`src/rtl/plst_pkg.sv`:
```
// ----------------------------------------------------------------------------
// plst_pkg
// Shared widths, mode and status codes, and the controller/datapath
// command and status types of the positional list store.
// ----------------------------------------------------------------------------
package plst_pkg;

    localparam int MODE_W = 3;
    localparam int POS_W  = 7;
    localparam int VAL_W  = 32;
    localparam int STAT_W = 2;

    // Operation modes on i_mode
    localparam logic [MODE_W-1:0] MODE_INSERT = 3'd0;
    localparam logic [MODE_W-1:0] MODE_APPEND = 3'd1;
    localparam logic [MODE_W-1:0] MODE_DELETE = 3'd2;
    localparam logic [MODE_W-1:0] MODE_READ   = 3'd3;
    localparam logic [MODE_W-1:0] MODE_FIND   = 3'd4;

    // Result status codes
    localparam logic [STAT_W-1:0] ST_OK       = 2'd0;
    localparam logic [STAT_W-1:0] ST_BADPOS   = 2'd1;
    localparam logic [STAT_W-1:0] ST_FULL     = 2'd2;
    localparam logic [STAT_W-1:0] ST_NOTFOUND = 2'd3;

    // One datapath operation per cycle
    typedef enum logic [3:0] {
        DP_NOP,
        DP_LOAD,    // capture the request
        DP_INIT,    // set the walk pointer for the mode
        DP_UP,      // shift one entry up (insert)
        DP_PUT,     // write the new value, count + 1
        DP_DOWN,    // shift one entry down (delete)
        DP_DEC,     // count - 1
        DP_READ,    // read one entry
        DP_SCAN,    // read and compare one entry (find)
        DP_EMIT     // load the result registers
    } t_dp_op;

    typedef struct packed {
        t_dp_op              op;
        logic [STAT_W-1:0]   status;
    } t_dp_cmd;

    typedef struct packed {
        logic [MODE_W-1:0] mode;
        logic              ins_bad;
        logic              full;
        logic              pos_bad;
        logic              up_more;
        logic              down_more;
        logic              hit;
        logic              scan_end;
    } t_dp_stat;

endpackage

```
`src/rtl/plst_dp.sv`:
```
// ----------------------------------------------------------------------------
// plst_dp
// Datapath: entry store, count, walk pointer, one-deep write-behind for
// shifts, compare stage for find, and the result registers.
// ----------------------------------------------------------------------------
module plst_dp #(
    parameter int LIST_DEPTH = 64
) (
    input  logic                                 i_clk,
    input  logic                                 i_rst_n,
    input  logic [plst_pkg::MODE_W-1:0]          i_mode,
    input  logic [plst_pkg::POS_W-1:0]           i_position,
    input  logic signed [plst_pkg::VAL_W-1:0]    i_value,
    input  plst_pkg::t_dp_cmd                    i_cmd,
    output plst_pkg::t_dp_stat                   o_stat,
    output logic [plst_pkg::STAT_W-1:0]          o_status,
    output logic signed [plst_pkg::VAL_W-1:0]    o_read_value,
    output logic [plst_pkg::POS_W-1:0]           o_found_position,
    output logic [plst_pkg::POS_W-1:0]           o_item_total
);

    localparam int CW = $clog2(LIST_DEPTH + 1);
    localparam int AW = $clog2(LIST_DEPTH);
    localparam int XW = ((CW > plst_pkg::POS_W) ? CW : plst_pkg::POS_W) + 1;

    logic [plst_pkg::VAL_W-1:0]  r_mem [LIST_DEPTH];
    logic [plst_pkg::VAL_W-1:0]  r_rd_data;

    logic [plst_pkg::MODE_W-1:0] r_mode;
    logic [plst_pkg::POS_W-1:0]  r_pos;
    logic [plst_pkg::VAL_W-1:0]  r_val;
    logic [CW-1:0]               r_cnt;
    logic [CW-1:0]               r_ptr;
    logic                        r_pend;
    logic [AW-1:0]               r_pend_addr;
    logic                        r_cmp_valid;
    logic [CW-1:0]               r_cmp_pos;
    logic [CW-1:0]               r_found;

    logic [XW-1:0] pos_x, cnt_x, ptr_x, eff_x, found_x;
    logic [XW-1:0] pos_m1, ptr_m1, eff_m1;
    logic          is_append, ins_bad, full, pos_bad, up_more, down_more, hit;
    logic          we, re;
    logic [AW-1:0] wa, ra;
    logic [plst_pkg::VAL_W-1:0] wd;
    plst_pkg::t_dp_op op;

    assign op = i_cmd.op;

    assign pos_x   = {{(XW - plst_pkg::POS_W){1'b0}}, r_pos};
    assign cnt_x   = {{(XW - CW){1'b0}}, r_cnt};
    assign ptr_x   = {{(XW - CW){1'b0}}, r_ptr};
    assign found_x = {{(XW - CW){1'b0}}, r_found};

    assign is_append = (r_mode == plst_pkg::MODE_APPEND);
    assign eff_x     = is_append ? (cnt_x + XW'(1)) : pos_x;
    assign pos_m1    = pos_x - XW'(1);
    assign ptr_m1    = ptr_x - XW'(1);
    assign eff_m1    = eff_x - XW'(1);

    assign ins_bad   = (eff_x == '0) || (eff_x > (cnt_x + XW'(1)));
    assign full      = (cnt_x == XW'(LIST_DEPTH));
    assign pos_bad   = (pos_x == '0) || (pos_x > cnt_x);
    assign up_more   = (ptr_x >= eff_x);
    assign down_more = (ptr_x < cnt_x);
    assign hit       = r_cmp_valid && (r_rd_data == r_val);

    always_comb begin
        o_stat           = '0;
        o_stat.mode      = r_mode;
        o_stat.ins_bad   = ins_bad;
        o_stat.full      = full;
        o_stat.pos_bad   = pos_bad;
        o_stat.up_more   = up_more;
        o_stat.down_more = down_more;
        o_stat.hit       = hit;
        o_stat.scan_end  = !down_more && !r_cmp_valid;
    end

    // Store port: a pending shift write wins; PUT never overlaps one.
    assign we = r_pend || (op == plst_pkg::DP_PUT);
    assign wa = r_pend ? r_pend_addr : eff_m1[AW-1:0];
    assign wd = r_pend ? r_rd_data : r_val;

    always_comb begin
        re = 1'b0;
        ra = ptr_x[AW-1:0];
        case (op)
            plst_pkg::DP_UP: begin
                re = up_more;
                ra = ptr_m1[AW-1:0];
            end
            plst_pkg::DP_DOWN: begin
                re = down_more;
            end
            plst_pkg::DP_READ: begin
                re = 1'b1;
                ra = pos_m1[AW-1:0];
            end
            plst_pkg::DP_SCAN: begin
                re = down_more;
            end
            default: begin
                re = 1'b0;
            end
        endcase
    end

    always_ff @(posedge i_clk) begin
        if (we) begin
            r_mem[wa] <= wd;
        end
        if (re) begin
            r_rd_data <= r_mem[ra];
        end
    end

    // Control state
    always_ff @(posedge i_clk) begin
        if (!i_rst_n) begin
            r_cnt       <= '0;
            r_pend      <= 1'b0;
            r_cmp_valid <= 1'b0;
        end else begin
            r_pend      <= ((op == plst_pkg::DP_UP) && up_more) ||
                           ((op == plst_pkg::DP_DOWN) && down_more);
            r_cmp_valid <= (op == plst_pkg::DP_SCAN) && down_more;
            if (op == plst_pkg::DP_PUT) begin
                r_cnt <= r_cnt + CW'(1);
            end else if (op == plst_pkg::DP_DEC) begin
                r_cnt <= r_cnt - CW'(1);
            end
        end
    end

    // Payload and pointer
    always_ff @(posedge i_clk) begin
        r_pend_addr <= (op == plst_pkg::DP_UP) ? ptr_x[AW-1:0] : ptr_m1[AW-1:0];
        r_cmp_pos   <= r_ptr + CW'(1);
        case (op)
            plst_pkg::DP_LOAD: begin
                r_mode <= i_mode;
                r_pos  <= i_position;
                r_val  <= i_value;
            end
            plst_pkg::DP_INIT: begin
                if (r_mode inside {plst_pkg::MODE_INSERT, plst_pkg::MODE_APPEND}) begin
                    r_ptr <= r_cnt;
                end else if (r_mode == plst_pkg::MODE_DELETE) begin
                    r_ptr <= pos_x[CW-1:0];
                end else begin
                    r_ptr <= '0;
                end
            end
            plst_pkg::DP_UP: begin
                if (up_more) begin
                    r_ptr <= r_ptr - CW'(1);
                end
            end
            plst_pkg::DP_DOWN: begin
                if (down_more) begin
                    r_ptr <= r_ptr + CW'(1);
                end
            end
            plst_pkg::DP_SCAN: begin
                if (down_more) begin
                    r_ptr <= r_ptr + CW'(1);
                end
                if (hit) begin
                    r_found <= r_cmp_pos;
                end
            end
            plst_pkg::DP_EMIT: begin
                o_status     <= i_cmd.status;
                o_read_value <= ((i_cmd.status == plst_pkg::ST_OK) &&
                                 (r_mode == plst_pkg::MODE_READ)) ? r_rd_data : '0;
                o_found_position <= ((i_cmd.status == plst_pkg::ST_OK) &&
                                     (r_mode == plst_pkg::MODE_FIND)) ?
                                    found_x[plst_pkg::POS_W-1:0] : '0;
                o_item_total <= cnt_x[plst_pkg::POS_W-1:0];
            end
            default: begin
                r_ptr <= r_ptr;
            end
        endcase
    end

`ifndef ASSERT_OFF
    a_cnt_bound: assert property (@(posedge i_clk) disable iff (!i_rst_n)
        cnt_x <= XW'(LIST_DEPTH))
        else $error("entry count above depth");

    a_one_write: assert property (@(posedge i_clk) disable iff (!i_rst_n)
        !(r_pend && (op == plst_pkg::DP_PUT)))
        else $error("shift write collides with value write");

    a_cnt_hold: assert property (@(posedge i_clk) disable iff (!i_rst_n)
        ((op != plst_pkg::DP_PUT) && (op != plst_pkg::DP_DEC)) |=> $stable(r_cnt))
        else $error("count moved without put or dec");
`endif

endmodule

```
`src/rtl/plst_ctrl.sv`:
```
// ----------------------------------------------------------------------------
// plst_ctrl
// Controller: sequences each request through check, walk and result
// phases, issuing one datapath operation per cycle.
// ----------------------------------------------------------------------------
module plst_ctrl (
    input  logic                i_clk,
    input  logic                i_rst_n,
    input  logic                start,
    output logic                busy,
    output logic                o_valid,
    input  plst_pkg::t_dp_stat  i_stat,
    output plst_pkg::t_dp_cmd   o_cmd
);

    typedef enum logic [3:0] {
        S_IDLE, S_EVAL, S_UP, S_PUT, S_DOWN, S_DEC, S_READ, S_SCAN, S_DONE
    } t_state;

    t_state                         r_state;
    logic [plst_pkg::STAT_W-1:0]    r_st;
    logic                           r_valid;

    assign busy    = (r_state != S_IDLE);
    assign o_valid = r_valid;

    always_comb begin
        o_cmd        = '0;
        o_cmd.op     = plst_pkg::DP_NOP;
        o_cmd.status = r_st;
        case (r_state)
            S_IDLE:  o_cmd.op = start ? plst_pkg::DP_LOAD : plst_pkg::DP_NOP;
            S_EVAL:  o_cmd.op = plst_pkg::DP_INIT;
            S_UP:    o_cmd.op = plst_pkg::DP_UP;
            S_PUT:   o_cmd.op = plst_pkg::DP_PUT;
            S_DOWN:  o_cmd.op = plst_pkg::DP_DOWN;
            S_DEC:   o_cmd.op = plst_pkg::DP_DEC;
            S_READ:  o_cmd.op = plst_pkg::DP_READ;
            S_SCAN:  o_cmd.op = plst_pkg::DP_SCAN;
            S_DONE:  o_cmd.op = plst_pkg::DP_EMIT;
            default: o_cmd.op = plst_pkg::DP_NOP;
        endcase
    end

    always_ff @(posedge i_clk) begin
        if (!i_rst_n) begin
            r_state <= S_IDLE;
            r_st    <= plst_pkg::ST_OK;
            r_valid <= 1'b0;
        end else begin
            r_valid <= (r_state == S_DONE);
            case (r_state)
                S_IDLE: begin
                    if (start) begin
                        r_state <= S_EVAL;
                    end
                end
                S_EVAL: begin
                    case (i_stat.mode)
                        plst_pkg::MODE_INSERT, plst_pkg::MODE_APPEND: begin
                            if (i_stat.ins_bad) begin
                                r_st    <= plst_pkg::ST_BADPOS;
                                r_state <= S_DONE;
                            end else if (i_stat.full) begin
                                r_st    <= plst_pkg::ST_FULL;
                                r_state <= S_DONE;
                            end else begin
                                r_st    <= plst_pkg::ST_OK;
                                r_state <= S_UP;
                            end
                        end
                        plst_pkg::MODE_DELETE: begin
                            if (i_stat.pos_bad) begin
                                r_st    <= plst_pkg::ST_BADPOS;
                                r_state <= S_DONE;
                            end else begin
                                r_st    <= plst_pkg::ST_OK;
                                r_state <= S_DOWN;
                            end
                        end
                        plst_pkg::MODE_READ: begin
                            if (i_stat.pos_bad) begin
                                r_st    <= plst_pkg::ST_BADPOS;
                                r_state <= S_DONE;
                            end else begin
                                r_st    <= plst_pkg::ST_OK;
                                r_state <= S_READ;
                            end
                        end
                        plst_pkg::MODE_FIND: begin
                            r_st    <= plst_pkg::ST_OK;
                            r_state <= S_SCAN;
                        end
                        default: begin
                            r_st    <= plst_pkg::ST_OK;
                            r_state <= S_DONE;
                        end
                    endcase
                end
                S_UP: begin
                    if (!i_stat.up_more) begin
                        r_state <= S_PUT;
                    end
                end
                S_PUT: begin
                    r_state <= S_DONE;
                end
                S_DOWN: begin
                    if (!i_stat.down_more) begin
                        r_state <= S_DEC;
                    end
                end
                S_DEC: begin
                    r_state <= S_DONE;
                end
                S_READ: begin
                    r_state <= S_DONE;
                end
                S_SCAN: begin
                    if (i_stat.hit) begin
                        r_st    <= plst_pkg::ST_OK;
                        r_state <= S_DONE;
                    end else if (i_stat.scan_end) begin
                        r_st    <= plst_pkg::ST_NOTFOUND;
                        r_state <= S_DONE;
                    end
                end
                S_DONE: begin
                    r_state <= S_IDLE;
                end
                default: begin
                    r_state <= S_IDLE;
                end
            endcase
        end
    end

`ifndef ASSERT_OFF
    a_valid_idle: assert property (@(posedge i_clk) disable iff (!i_rst_n)
        r_valid |-> (r_state == S_IDLE))
        else $error("result strobe while a request is in flight");

    a_valid_pulse: assert property (@(posedge i_clk) disable iff (!i_rst_n)
        r_valid |=> !r_valid)
        else $error("result strobe longer than one cycle");

    a_accept_eval: assert property (@(posedge i_clk) disable iff (!i_rst_n)
        (start && !busy) |=> (r_state == S_EVAL))
        else $error("accepted request not evaluated");
`endif

endmodule

```
`src/rtl/positional_list_store.sv`:
```
// ----------------------------------------------------------------------------
// positional_list_store
// Ordered list of signed 32-bit values in a fixed store with a count:
// insert, append, delete, read at a 1-based position, and find a value.
// ----------------------------------------------------------------------------
// Usage
//   Request: drive i_mode, i_position and i_value and raise start; the
//   transfer happens at the rising edge where start is high and busy is low.
//   busy stays high until the result is presented.
//   Result: o_status, o_read_value, o_found_position and o_item_total are
//   valid for exactly one cycle, marked by o_valid. The receiver cannot
//   stall; it must take the result in that cycle.
//   Each request is checked first; bad position, full and unused modes go
//   straight to the result. Read fetches one entry; insert / append shift
//   the entries from the given position to the end up and then write the
//   value; delete shifts the entries above the position down and then
//   lowers the count; find compares from position 1 until the first match
//   or the end of the list. The store has one read and one write port and
//   moves or compares one entry per cycle. busy falls in the strobe cycle,
//   so the next request can be taken then.
//   Reset (synchronous, active low) empties the list at once; the store
//   contents need no clearing, since only entries below the count are read.
// ----------------------------------------------------------------------------
module positional_list_store #(
    parameter int LIST_DEPTH = 64
) (
    input  logic                                 i_clk,
    input  logic                                 i_rst_n,
    input  logic                                 start,
    output logic                                 busy,
    input  logic [plst_pkg::MODE_W-1:0]          i_mode,
    input  logic [plst_pkg::POS_W-1:0]           i_position,
    input  logic signed [plst_pkg::VAL_W-1:0]    i_value,
    output logic                                 o_valid,
    output logic [plst_pkg::STAT_W-1:0]          o_status,
    output logic signed [plst_pkg::VAL_W-1:0]    o_read_value,
    output logic [plst_pkg::POS_W-1:0]           o_found_position,
    output logic [plst_pkg::POS_W-1:0]           o_item_total
);

    // Controller to datapath: one operation per cycle plus the final status.
    plst_pkg::t_dp_cmd  dp_cmd;
    // Datapath to controller: range checks and walk/scan progress.
    plst_pkg::t_dp_stat dp_stat;

    plst_ctrl u_ctrl (
        .i_clk   (i_clk),
        .i_rst_n (i_rst_n),
        .start   (start),
        .busy    (busy),
        .o_valid (o_valid),
        .i_stat  (dp_stat),
        .o_cmd   (dp_cmd)
    );

    // Result registers live in the datapath and load in the cycle before
    // the strobe, so they line up with o_valid.
    plst_dp #(
        .LIST_DEPTH (LIST_DEPTH)
    ) u_dp (
        .i_clk            (i_clk),
        .i_rst_n          (i_rst_n),
        .i_mode           (i_mode),
        .i_position       (i_position),
        .i_value          (i_value),
        .i_cmd            (dp_cmd),
        .o_stat           (dp_stat),
        .o_status         (o_status),
        .o_read_value     (o_read_value),
        .o_found_position (o_found_position),
        .o_item_total     (o_item_total)
    );

endmodule
```
`config.mk`:
```
export PLATFORM = sky130hd
export DESIGN_NAME = positional_list_store
export DESIGN_NICKNAME = d
export VERILOG_FILES = /design/src/rtl/plst_pkg.sv /design/src/rtl/plst_dp.sv /design/src/rtl/plst_ctrl.sv /design/src/rtl/positional_list_store.sv
export SDC_FILE = /design/constraint.sdc
export NUM_CORES = 2
export LEC_CHECK = 0
export ABC_AREA = 1
export BUFFER_PORTS_ARGS = -buffer_cell sky130_fd_sc_hd__buf_2
export CAP_MARGIN = 25
export CORE_UTILIZATION = 50
export DETAILED_ROUTE_END_ITERATION = 8
export PLACE_DENSITY = 0.74
export SYNTH_ARGS = -nofsm -noshare
export SYNTH_HDL_FRONTEND = slang
export SYNTH_HIERARCHICAL = 1
export SYNTH_SLANG_ARGS = --single-unit
```
`constraint.sdc`:
```
create_clock -name i_clk -period 5.25 [get_ports i_clk]
set_input_delay 0.525 -clock i_clk [delete_from_list [all_inputs] [get_ports i_clk]]
set_output_delay 0.525 -clock i_clk [all_outputs]
set_load 0.01 [all_outputs]
```
# Yosys cells after proc, flatten, opt, wreduce, memory -nomap -nowiden
# Memory sizes are Yosys's and may differ from the RTL's. A register that Yosys moved wholly into a read port is not among the register bits.
# Cells that the tools add are included.
# op_classes
n_addsub	8
order_cmp	4
eq_ne	29
n_mux	35
reduce_logical	31
# ops
cell	count
$mux 7	6
$mux 4	9
$pmux 4 s9	1
$eq 32x32->1	1
$eq 4x3->1 const B	8
$mux 32	1
$pmux 4 s6	1
$pmux 7 s3	1
$sub 6x1->6 const B	3
$eq 4x2->1 const B	4
$logic_not 8->1	2
$pmux 4 s4	1
$add 7x1->7 const B	2
$sub 7x1->7 const B	2
$eq 4x4->1 const B	3
$mux 6	2
$pmux 6 s2	1
$add 7x1->8 const B	1
$eq 4x1->1 const B	2
$ge 7x8->1	1
$gt 8x8->1	1
$mux 2	4
$mux 8	1
$pmux 2 s2	2
other kinds (25)	47
# totals
reg_bits	133
ram_bits	2048
inputBits	45
out_inout_bits	50
memories	1
# memory_table
name	words	word_bits	read_ports	rd_clocked_by_memory_dff	wr	line_no	rtl
u_dp.r_mem	64	32	1	1	1	plst_dp.sv:26	logic [plst_pkg::VAL_W-1:0] r_mem [LIST_DEPTH];

# Depth between registers and ports, before layout
# logic_depth
word_depth	7
ltp_mapped	24
depth_no_buf	23

# By module
# The synthesis kept the hierarchy.
# by_module_without_submodules
module	n_inst	cells_each	area_per_inst_um2	seq_area_each_um2
plst_dp	1	8781	96151.0	66023.3
plst_ctrl	1	94	544.3	140.1

# Least setup slack after synthesis
# No wires, ideal clock.
# synth_path
path_kind	reg-to-reg
start	register u_ctrl.r_state[0]
end	register u_dp/o_found_position[0] in the netlist's numbering (enable)
setup_time_ps	513
t_arrival_ps	4346
setup_slack_ps	391
stages_incl_launch_ff	6
path_buffers	0
period_less_slack_ps	4859
path_cell_list	dfxtp_1 > nor2_1 > nand3_1 > nand2_1 > inv_2 > nor3_1
# synth_lines
element	line_no	rtl
start, declared	plst_ctrl.sv:20	t_state r_state;
start signal, assigned	plst_ctrl.sv:47	r_state <= S_IDLE;
start signal, assigned	plst_ctrl.sv:55	r_state <= S_EVAL;
start signal, assigned	plst_ctrl.sv:63	r_state <= S_DONE;
end signal, assigned	plst_dp.sv:177	o_found_position <= ((i_cmd.status == plst_pkg::ST_OK) &&
end, declared	plst_dp.sv:18	output logic [plst_pkg::POS_W-1:0] o_found_position,

==> metrics <==
grt met2 use=43.9%; syn_area_per_cell=approximately 11 µm²; largest family of logic cells by synthesized area=simple AND/OR/NAND/NOR gates; Yosys reg bits=2,213; CTS H-tree depth=4; row count=161; adder-cell share of the synthesized area=less than 1%; DRC=0; post-layout min period=5.01 ns; area of the multi-input gates=25,500 µm²; CTS Buffer Depth=3; post_cts resized=0; Ys Warns=6; VDD IR max=0.896 mV; WL per Instance=23.2 µm; Post-Place Cells=roughly 11k; WP data required=5.86 ns; Hold Fails Final Rpt=0; Starting Density=between 50 and 60%; drt first pass iters=6; Power Total=around 71,000 µW; CTS buffer count=214; M1 GR Usage=35.4%; crit path DAT=approximately 5.6 ns; Vias per Instance=5.94; period utilisation layout=95.5%; compound-gate portion of the synthesized area=less than 1%; register area=between 60,000 and 70,000 µm²; DRT iter0 DRCs=9,416; syn_nets=8,958; Die X=442 µm; layout cell share with drive strength beyond 1=8.71%; Post-Synth Simple-Gate Area=23.8%; final design utilization=56.6%; Fin Clk Skew=0.0362 ns; prevailing post-synth register cell=edfxtp_1; final setup violation count=0; worst hold path class=input pin to flip-flop; # IOs=between 90 and 100; non-filler cells, final=11.6k; via count=about 70k; first-pass GRT wire length=404 mm; final worst slack=0.235 ns; clock latency on the worst-skew pair=0.87 ns; Synth cell types=43; Cells after Synth=between 8k and 9k; clk sinks=2,213; Port-buffer cells=94; met3 usage=approximately 4.7%; crit end category=flip-flop; # Post-CTS Setup Buffers=0; gr ovfl total=0; Post-synth EDFFs=2,184; gpl congestion=between 0.9 and 1; most common cell after layout, fill and taps aside=nand3_1; worst-margin pin slew=1.34 ns; Leak=around 0.042 µW; initial antenna violation count=4; CP startpoint kind=flip-flop; CTS tree=built; GR peak layer=met2; largest driver fanout on the critical path=112; XOR/XNOR Fraction of Synth Area=0.199%; slew margin rel.=10.2%; pin count of the biggest net entering global routing=177; RSZ-0062 raised after global routing=false; core area=192,000 µm²; Final Net Count=9,008; Post-Syn Area=96,700 µm²; Syn-to-layout area delta=12.7%; status=finished clean; DP Worst Slack=0.435 ns; DPL Wire Length=between 150 and 200 mm; filler instances=about 15k; sequential element share of the synthesized area=68.4%; ys async rst share=0%; setup TNS=0 ns; die height=around 440 µm; worst setup path category=flip-flop to flip-flop; Final Max Tran Viols=0; most frequent cells in the layout=nand3_1 (2,230), edfxtp_1 (2,184), nand2_1 (2,136), inv_1 (902), nand3b_1 (385); vias in the first global route=between 60k and 70k; die area=between 150,000 and 200,000 µm²; Routed WL=270 mm; Power Density=651 nW/µm²; Global Route Usage Sum=between 20% and 30%; max-cap viol count=0; Max Clk Rate=0.199 GHz; clk root buf=clkbuf_16; CTS clk-pin slew, worst paths=0.06 ns; mux share of post-synthesis cell area=0%; post-route ant nets=0
## layout make-up
class | instances | share of cell area, %
well taps | 2526 | 2.90
diodes | 6 | 0.0138
inverters | 915 | 3.16
repair buffers | 409 | 3.72
clock inverters | 136 | 1.02
clock buffers | 259 | 5.09
flip-flops and latches | 2213 | 60.7
multi-input cells | 5172 | 23.4
## stage by stage
stage | area, µm² | hold slack, ns
global placement | 102000 | 0.388
floorplan | 96700 | 0.386
finish | 109000 | 0.0963
CTS | 109000 | 0.0440
global route | 109000 | 0.0993
detailed placement | 102000 | 0.389
## cells in the mapped netlist (6+ instances only)
cell type	count	area (µm²)
a21oi_1	30	150
a221oi_1	6	52.6
buf_1	75	282
buf_2	257	1290
buf_4	17	128
clkbuf_1	225	845
dfxtp_1	29	581
edfxtp_1	2184	65600
ha_1	37	463
inv_1	905	3400
inv_2	10	37.5
nand2_1	2138	8030
nand2_2	6	37.5
nand3_1	2230	11200
nand3b_1	385	2890
nand4_1	23	144
nor2_1	159	597
nor2_2	7	43.8
nor3_1	10	50.1
o21ai_0	64	320
o21ai_1	8	40.0
o22ai_1	17	106
xor2_1	17	149
## state kept, by name, indices dropped and copies added (netlist names), 32 cells and up
name               cells
u_dp/r_rd_data        32
u_dp/o_read_value     32
u_dp/r_val            32
u_dp/r_mem          2048
## routing by layer
layer / vias to the layer above / wire (µm)
met1: 33400 / 100000
met4: 2 / 13000
met5: - / 13
li1: 30700 / -
met2: 4322 / 127000
met3: 686 / 29600
## timing repair
item / 4_1_cts / 5_1_grt
hold endpoints to repair: 49 / 0
hold buffers: 43 / 0
endpoints found under the setup margin: 0 / 0
## critical path, stage by stage (launching register included)
cell	delay [ns]
dfxtp_1	0.35
inv_1	0.12
nand2_1	0.11
o21ai_0	0.69
nor2_2	0.13
inv_2	0.12
nor2_2	0.11
ha_1	0.23
nor3_1	0.48
nand2_8	0.34
nand2_8	0.35
buf_12	0.41
nand2_1	0.12
nand3_1	0.11
nand3_1	0.09
nand3_1	0.19
nand3_1	0.10
nand3_1	0.42
nand2_1	0.09
## cells by family after synthesis
family	after synthesis
AOI/OAI and AO/OA	142
adders and majority gates	38
DFF	2213
buffers and inverters	1490
xor gates and xnor gates	22
and+or+nand+nor	4970
## power breakdown
group / switching (µW) / internal (µW)
registers: 544 / 22700
clock network: 6580 / 8190
logic: 24000 / 8960
total: 31100 / 39800
## path summary, 6_finish.rpt
check	depth (start not counted)	end	slack, ns	startpoint
max	18	u_dp/r_rd_data[28]$_DFFE_PP_	0.24	u_ctrl/r_state[3]$_SDFFE_PN0P_
min	4	u_ctrl/r_state[2]$_SDFFE_PN0P_	0.1	start
max reg2reg	18	u_dp/r_rd_data[28]$_DFFE_PP_	0.24	u_ctrl/r_state[3]$_SDFFE_PN0P_
min reg2reg	0	u_dp/r_found[5]$_DFFE_PP_	0.40	u_dp/r_cmp_pos[5]$_DFF_P_
No activity file was read; power rests on OpenSTA's default activity.
